[src/rtl/sql_word_classifier_defines.svh]
// assertion helpers for the word classifier
`ifndef SQL_WORD_CLASSIFIER_DEFINES_SVH
`define SQL_WORD_CLASSIFIER_DEFINES_SVH

// same-cycle implication, sampled on clk, idle during rst
`define SWC_ASSERT_IMPL(label, ante, cons) \
  label: assert property (@(posedge clk) disable iff (rst) (ante) |-> (cons)) \
    else $error("swc assertion failed");

// next-cycle implication, sampled on clk, idle during rst
`define SWC_ASSERT_NEXT(label, ante, cons) \
  label: assert property (@(posedge clk) disable iff (rst) (ante) |=> (cons)) \
    else $error("swc assertion failed");

`endif

[src/rtl/swc_pkg.sv]
`default_nettype none
package swc_pkg;

  localparam int NUM_FIXED = 13;
  localparam int FIXED_MAX_LEN = 8;
  localparam logic [NUM_FIXED-1:0] ALL_CAND = '1;

  localparam logic [7:0] CH_SPACE = 8'h20;
  localparam logic [7:0] CH_SEMI  = 8'h3B;
  localparam logic [7:0] CH_LOW_A = 8'h61;
  localparam logic [7:0] CH_LOW_Z = 8'h7A;
  localparam logic [7:0] CASE_GAP = 8'h20;

  typedef enum logic [3:0] {
    CLS_NONE    = 4'd0,
    CLS_KEYWORD = 4'd1,
    CLS_VALUE   = 4'd2,
    CLS_LT      = 4'd3,
    CLS_GT      = 4'd4,
    CLS_LE      = 4'd5,
    CLS_GE      = 4'd6,
    CLS_EQ      = 4'd7,
    CLS_NE      = 4'd8,
    CLS_LPAREN  = 4'd9,
    CLS_RPAREN  = 4'd10
  } token_class_t;

  typedef struct packed {
    logic                 in_word;
    logic [NUM_FIXED-1:0] mask;
  } cand_t;

  localparam logic [7:0] FIXED_TEXT [NUM_FIXED][FIXED_MAX_LEN] = '{
    '{"C", "R", "E", "A", "T", "E", 8'h00, 8'h00},
    '{"I", "N", "S", "E", "R", "T", 8'h00, 8'h00},
    '{"S", "E", "L", "E", "C", "T", 8'h00, 8'h00},
    '{"T", "A", "B", "L", "E", 8'h00, 8'h00, 8'h00},
    '{"D", "A", "T", "A", "B", "A", "S", "E"},
    '{"<", 8'h00, 8'h00, 8'h00, 8'h00, 8'h00, 8'h00, 8'h00},
    '{">", 8'h00, 8'h00, 8'h00, 8'h00, 8'h00, 8'h00, 8'h00},
    '{"<", "=", 8'h00, 8'h00, 8'h00, 8'h00, 8'h00, 8'h00},
    '{">", "=", 8'h00, 8'h00, 8'h00, 8'h00, 8'h00, 8'h00},
    '{"=", 8'h00, 8'h00, 8'h00, 8'h00, 8'h00, 8'h00, 8'h00},
    '{"!", "=", 8'h00, 8'h00, 8'h00, 8'h00, 8'h00, 8'h00},
    '{"(", 8'h00, 8'h00, 8'h00, 8'h00, 8'h00, 8'h00, 8'h00},
    '{")", 8'h00, 8'h00, 8'h00, 8'h00, 8'h00, 8'h00, 8'h00}
  };

  localparam logic [3:0] FIXED_LEN [NUM_FIXED] = '{
    4'd6, 4'd6, 4'd6, 4'd5, 4'd8, 4'd1, 4'd1, 4'd2, 4'd2, 4'd1, 4'd2, 4'd1, 4'd1
  };

  localparam logic FIXED_FOLD [NUM_FIXED] = '{
    1'b1, 1'b1, 1'b1, 1'b1, 1'b1, 1'b0, 1'b0, 1'b0, 1'b0, 1'b0, 1'b0, 1'b0, 1'b0
  };

  localparam token_class_t FIXED_CLASS [NUM_FIXED] = '{
    CLS_KEYWORD, CLS_KEYWORD, CLS_KEYWORD, CLS_KEYWORD, CLS_KEYWORD,
    CLS_LT, CLS_GT, CLS_LE, CLS_GE, CLS_EQ, CLS_NE, CLS_LPAREN, CLS_RPAREN
  };

endpackage
`default_nettype wire

[src/rtl/swc_match.sv]
`default_nettype none
module swc_match import swc_pkg::*; #(
  parameter int MAX_STATEMENT = 4096,
  localparam int LEN_W = $clog2(MAX_STATEMENT + 1)
) (
  input  wire logic [7:0]           ch,
  input  wire logic                 take,
  input  wire cand_t                cand,
  input  wire logic [LEN_W-1:0]     word_len,
  output logic [NUM_FIXED-1:0]      eff_mask,
  output logic [LEN_W-1:0]          eff_len,
  output token_class_t              eff_class
);

  localparam logic [LEN_W-1:0] LEN_MAX = LEN_W'(MAX_STATEMENT);

  logic [7:0]           up;
  logic [NUM_FIXED-1:0] base_mask;
  logic [LEN_W-1:0]     base_len;
  logic [NUM_FIXED-1:0] keep;

  assign up = (ch >= CH_LOW_A && ch <= CH_LOW_Z) ? ch - CASE_GAP : ch;
  assign base_mask = cand.in_word ? cand.mask : ALL_CAND;
  assign base_len  = cand.in_word ? word_len : '0;

  // a candidate survives if it is still long enough and the next character agrees
  always_comb begin
    for (int k = 0; k < NUM_FIXED; k++) begin
      keep[k] = base_mask[k]
             && (base_len < LEN_W'(FIXED_LEN[k]))
             && (FIXED_TEXT[k][base_len[2:0]] == (FIXED_FOLD[k] ? up : ch));
    end
  end

  assign eff_mask = take ? keep : cand.mask;

  always_comb begin
    if (!take) begin
      eff_len = word_len;
    end else if (base_len < LEN_MAX) begin
      eff_len = base_len + LEN_W'(1);
    end else begin
      eff_len = base_len;
    end
  end

  // first surviving fixed word of the exact length wins
  always_comb begin
    logic found;
    found = 1'b0;
    eff_class = CLS_VALUE;
    for (int k = 0; k < NUM_FIXED; k++) begin
      if (!found && eff_mask[k] && eff_len == LEN_W'(FIXED_LEN[k])) begin
        found = 1'b1;
        eff_class = FIXED_CLASS[k];
      end
    end
  end

endmodule
`default_nettype wire

[src/rtl/sql_word_classifier.sv]
// path: a byte is registered in the input register on acceptance; its token, if any,
//   moves into the result register once the result register is free to take it
// throughput: one byte per cycle, limited only by the result register draining
// reset: rst is synchronous, active high; clears the pipeline valids and all
//   word and position state; payload registers are not reset
`default_nettype none
`include "sql_word_classifier_defines.svh"
module sql_word_classifier import swc_pkg::*; #(
  parameter int MAX_STATEMENT = 4096
) (
  input  wire logic        clk,
  input  wire logic        rst,
  input  wire logic        byte_valid,
  output logic             byte_stall,
  input  wire logic [7:0]  ch,
  input  wire logic        is_last_byte,
  input  wire logic        is_empty,
  output logic             token_valid,
  input  wire logic        token_stall,
  output logic [3:0]       token_class,
  output logic [11:0]      token_start,
  output logic [12:0]      token_length,
  output logic             end_of_statement
);

  localparam int POS_W = $clog2(MAX_STATEMENT);
  localparam int LEN_W = $clog2(MAX_STATEMENT + 1);
  localparam logic [POS_W-1:0] POS_LAST = POS_W'(MAX_STATEMENT - 1);

  // input register
  logic       s1_valid;
  logic [7:0] s1_ch;
  logic       s1_last;
  logic       s1_empty;

  // statement state
  logic                 in_word;
  logic [POS_W-1:0]     word_start;
  logic [LEN_W-1:0]     word_len;
  logic [POS_W-1:0]     byte_pos;
  logic [NUM_FIXED-1:0] cand_mask;

  logic                 advance;
  logic                 s1_ready;
  logic                 is_space;
  logic                 take;
  logic                 emit;
  logic                 emit_word;
  logic [POS_W-1:0]     eff_start;
  logic [NUM_FIXED-1:0] eff_mask;
  logic [LEN_W-1:0]     eff_len;
  token_class_t         eff_class;
  cand_t                cand;
  logic [31:0]          start_ext;
  logic [31:0]          len_ext;

  assign advance    = s1_valid && (!token_valid || !token_stall);
  assign s1_ready   = !s1_valid || advance;
  assign byte_stall = !s1_ready;

  always_ff @(posedge clk) begin
    if (rst) begin
      s1_valid <= 1'b0;
    end else if (s1_ready) begin
      s1_valid <= byte_valid;
    end
    if (s1_ready && byte_valid) begin
      s1_ch    <= ch;
      s1_last  <= is_last_byte;
      s1_empty <= is_empty;
    end
  end

  assign is_space = (s1_ch == CH_SPACE);
  // a trailing semicolon is dropped, spaces never join a word
  assign take = !s1_empty && !is_space && !(s1_last && s1_ch == CH_SEMI);
  assign emit = s1_empty || s1_last || (is_space && in_word);
  assign emit_word = !s1_empty && (in_word || take);
  assign eff_start = in_word ? word_start : byte_pos;

  assign cand.in_word = in_word;
  assign cand.mask    = cand_mask;

  swc_match #(
    .MAX_STATEMENT(MAX_STATEMENT)
  ) u_match (
    .ch        (s1_ch),
    .take      (take),
    .cand      (cand),
    .word_len  (word_len),
    .eff_mask  (eff_mask),
    .eff_len   (eff_len),
    .eff_class (eff_class)
  );

  always_ff @(posedge clk) begin
    if (rst) begin
      in_word    <= 1'b0;
      word_start <= '0;
      word_len   <= '0;
      byte_pos   <= '0;
      cand_mask  <= ALL_CAND;
    end else if (advance) begin
      if (s1_empty || s1_last) begin
        in_word    <= 1'b0;
        word_start <= '0;
        word_len   <= '0;
        byte_pos   <= '0;
        cand_mask  <= ALL_CAND;
      end else begin
        if (is_space) begin
          in_word   <= 1'b0;
          word_len  <= '0;
          cand_mask <= ALL_CAND;
        end else begin
          in_word    <= 1'b1;
          word_start <= eff_start;
          word_len   <= eff_len;
          cand_mask  <= eff_mask;
        end
        if (byte_pos < POS_LAST) begin
          byte_pos <= byte_pos + POS_W'(1);
        end
      end
    end
  end

  assign start_ext = 32'(eff_start);
  assign len_ext   = 32'(eff_len);

  // result register
  always_ff @(posedge clk) begin
    if (rst) begin
      token_valid <= 1'b0;
    end else if (advance) begin
      token_valid <= emit;
    end else if (!token_stall) begin
      token_valid <= 1'b0;
    end
    if (advance && emit) begin
      token_class      <= emit_word ? eff_class : CLS_NONE;
      token_start      <= emit_word ? start_ext[11:0] : 12'd0;
      token_length     <= emit_word ? len_ext[12:0] : 13'd0;
      end_of_statement <= s1_empty || s1_last;
    end
  end

  `SWC_ASSERT_IMPL(a_none_only_at_end,
    token_valid && token_class == CLS_NONE, end_of_statement)
  `SWC_ASSERT_IMPL(a_none_is_blank,
    token_valid && token_class == CLS_NONE, token_start == 12'd0 && token_length == 13'd0)
  `SWC_ASSERT_IMPL(a_word_not_empty,
    token_valid && !end_of_statement, token_length != 13'd0)
  `SWC_ASSERT_NEXT(a_end_clears_state,
    advance && (s1_empty || s1_last), !in_word && byte_pos == '0)

endmodule
`default_nettype wire

[config.mk]
export PLATFORM = sky130hd
export DESIGN_NAME = sql_word_classifier
export DESIGN_NICKNAME = d
export VERILOG_FILES = /design/src/rtl/swc_pkg.sv /design/src/rtl/swc_match.sv /design/src/rtl/sql_word_classifier.sv
export VERILOG_INCLUDE_DIRS = /design/src /design/src/rtl
export SDC_FILE = /design/constraint.sdc
export NUM_CORES = 1
export LEC_CHECK = 0
export BUFFER_PORTS_ARGS = -buffer_cell sky130_fd_sc_hd__buf_2
export CAP_MARGIN = 5
export CORE_ASPECT_RATIO = 1.2
export CORE_UTILIZATION = 40
export CTS_CLUSTER_DIAMETER = 100
export DETAILED_ROUTE_END_ITERATION = 6
export GPL_ROUTABILITY_DRIVEN = 0
export PLACE_DENSITY = 0.58
export SKIP_CTS_REPAIR_TIMING = 1
export SLEW_MARGIN = 30
export SYNTH_ARGS = -nofsm -noshare
export SYNTH_HDL_FRONTEND = slang
export SYNTH_SLANG_ARGS = --single-unit
[constraint.sdc]
create_clock -name clk -period 5.6 [get_ports clk]
set_input_delay 0.28 -clock clk [delete_from_list [all_inputs] [get_ports clk]]
set_output_delay 0.28 -clock clk [all_outputs]
set_load 0.1 [all_outputs]
==> flow_metrics.tcl <==
set metrics [dict create \
    yosysTopAreaCell "edfxtp_1" \
    clock_path_buffers 2 \
    wl_met2_um 7526 \
    status "finished clean" \
    core_um2 13350 \
    drv_cap 0 \
    wl_per_cell_um 18.90 \
    wl_met3_um 1019 \
    crit_cells 10 \
    place_ws_ns 1.741 \
    hold_viol 0 \
    cpPeakStageDelay_ns 0.72 \
    ys_top_cells_by_area "edfxtp_1 (22%), dfxtp_1 (19%), nor2_1 (6.1%), mux2i_1 (3.6%), a21oi_1 (3.5%)" \
    slowest_stage "dfxtp_1" \
    synth_edf_count 40 \
    cpLargestDelayFamily "compound AO/OA/AOI/OAI gates" \
    fin_cells 811 \
    setup-violations-final 0 \
    synth-async-reset-ratio 0 \
    power_w 0.001512 \
    avgViaCountPerCell 6.084 \
    gr-total-overflow 0 \
    synth_cell_types 77 \
    drt_iter0_drc 423 \
    ys_seq_area_frac 0.4075 \
    post-synth-top-count-cell "nor2_1" \
    n_fill_cell 1285 \
    place_inst 795 \
    hold_path.class "input pin to register" \
    timing.critical_path.buf_inv 1 \
    syn_area_um2 5552 \
    yosysWarningCount 0 \
    dr.pass1.iters 5 \
    clk_root_buffer_cell "clkbuf_16" \
    finalClockSkew_ns 0.01254 \
    start_kind "register" \
    cp-end-kind "register" \
    cts_tree "yes" \
    arrival_ns 4.06 \
    antenna_found_initial 0 \
    worstRegToRegCells 10 \
    diodes 0 \
    whs_ns 0.1109 \
    worstHoldPathCells 1 \
    routed_wl_um 15330 \
    insertion_delay_ns 0.35 \
    fin_ws_ns 1.650 \
    clock-sinks 93 \
    finalMaxSlewViolations 0 \
    dp_hpwl_um 10700 \
    drc 0 \
    initial_core_util 0.4158 \
    worst_pin_slew_ns 0.9670 \
    timing.slew.headroom 0.3529 \
    cts_made_buffers 9 \
    nets 662 \
    cp_max_fo 18 \
    drive_above_1_share 0.1400 \
    crit_chain "nand2_1 -> inv_1 -> ha_1 -> xor2_1 -> or4b_1 -> a2111oi_1 -> o31ai_1 -> a2111oi_1 -> a2111oi_1 -> a32o_1" \
    peakVddDrop_v 0.0001418 \
    topRoutingLayerUsed "met4" \
    power.leakage_nw 2.196 \
    rsz0062_at_grt "no" \
    die_w_um 109.5 \
    ys.flop_type "dfxtp_1" \
    grt_max_degree 43 \
    synth_cells 621 \
    clkSlewWorstSetupHoldPaths_ns 0.08 \
    crit_required_ns 5.71 \
    netlist_top_cells_count "nor2_1 (90), dfxtp_1 (53), edfxtp_1 (40), a21oi_1 (39), nand2_1 (34)" \
    chipHeight_um 131.1 \
    grt_pass1_vias 4633 \
    dieArea_um2 14360 \
    grt_pass1_wl_um 24210 \
    fin_tns_setup_ns 0 \
    row_count 46 \
    syn-num-nets 645 \
    synth_top_area_share 0.2164 \
    wl_met1_um 6270 \
    track_usage 0.2211 \
    antenna_left 0 \
    routed-via-count 4934 \
    avgSynthCellArea_um2 8.940 \
    h-tree-depth 3 \
    place.port_buffers 45 \
    area_growth_syn_to_layout_pct 9.714 \
    clock.fmax_mhz 253.2 \
    cpMostUsedCell "a2111oi_1" \
    criticalPathCategory "register to register" \
    ios 46 \
    power_density_nw_per_um2 248.3 \
    synth-seq-cells 93 \
    min_period_ns 3.950 \
    fin_crit_sh 0.7053 \
]
[cell usage in the layout (no fill, tap or decap), types with 10 or more instances in the layout]
master	Yosys	final
nor2_1	90	90
dfxtp_1	53	53
buf_2	8	45
edfxtp_1	40	40
a21oi_1	39	38
nand2_1	34	34
a22oi_1	23	23
inv_1	21	21
o21ai_0	21	21
mux2i_1	20	20
xnor2_1	17	17
nor3_1	16	15
nand3_1	15	15
nand2b_1	13	13
nand4_1	12	12
ha_1	10	10
[report_power, final]
part | internal, W | switching, W | leakage [nW]
Clock | 0.000317 | 0.000295 | 0.148
Sequential | 0.000720 | 0.0000205 | 0.836
Combinational | 0.0000436 | 0.000116 | 1.21
Total | 0.00108 | 0.000431 | 2.20
[metal layers]
layer	track usage	vias up
met5	0	-
met4	0.09804	0
li1	-	2324
met1	0.2737	2336
met3	0.03114	36
met2	0.3814	238
[final cells by class]
class | count | area (um^2) | area share
well taps | 168 | 210.2 | 0.03451
clock inverters | 7 | 76.32 | 0.01253
flip-flops and latches | 93 | 2262 | 0.3714
repair buffers | 49 | 275.3 | 0.04519
inverters | 22 | 82.58 | 0.01356
clock buffers | 9 | 225.2 | 0.03698
multi-input cells | 463 | 2959 | 0.4858
[final timing paths]
| path | slack [ns] | to | start |
|---|---|---|---|
| hold / removal | 0.11 | s1_empty | is_empty |
| setup reg to reg | 1.65 | token_class[1] | word_len[1] |
| setup / recovery | 1.65 | token_class[1] | word_len[1] |
| hold reg to reg | 0.50 | cand_mask[5] | cand_mask[5] |
[cell families after synthesis]
family	count (synthesis)	share of synthesized area
buffers and inverters	65	0.06265
AO/OA/AOI/OAI	163	0.2040
multiplexers	20	0.03606
AND/OR/NAND/NOR	245	0.2279
XOR/XNOR	25	0.03944
flip-flops	93	0.4075
adder cells (fa/ha/maj)	10	0.02254
[through the flow]
| stage | instance area (um^2) | util |
|---|---|---|
| after floorplan | 5552 | - |
| after global placement | 5756 | 0.4310 |
| after global routing | 6091 | 0.4561 |
| after detailed placement | 5783 | 0.4331 |
| final | 6091 | 0.4561 |
| after CTS | 6085 | 0.4557 |
[flip-flops by register name (all words and copies together) (netlist names)]
name	cells
end_of_statement	1
token_valid	1
s1_valid	1
token_class	4
s1_ch	8
in_word	1
byte_pos	12
s1_empty	1
s1_last	1
word_len	13
token_start	12
cand_mask	13
token_length	13
word_start	12
No activity file was read; power rests on OpenSTA's default activity.
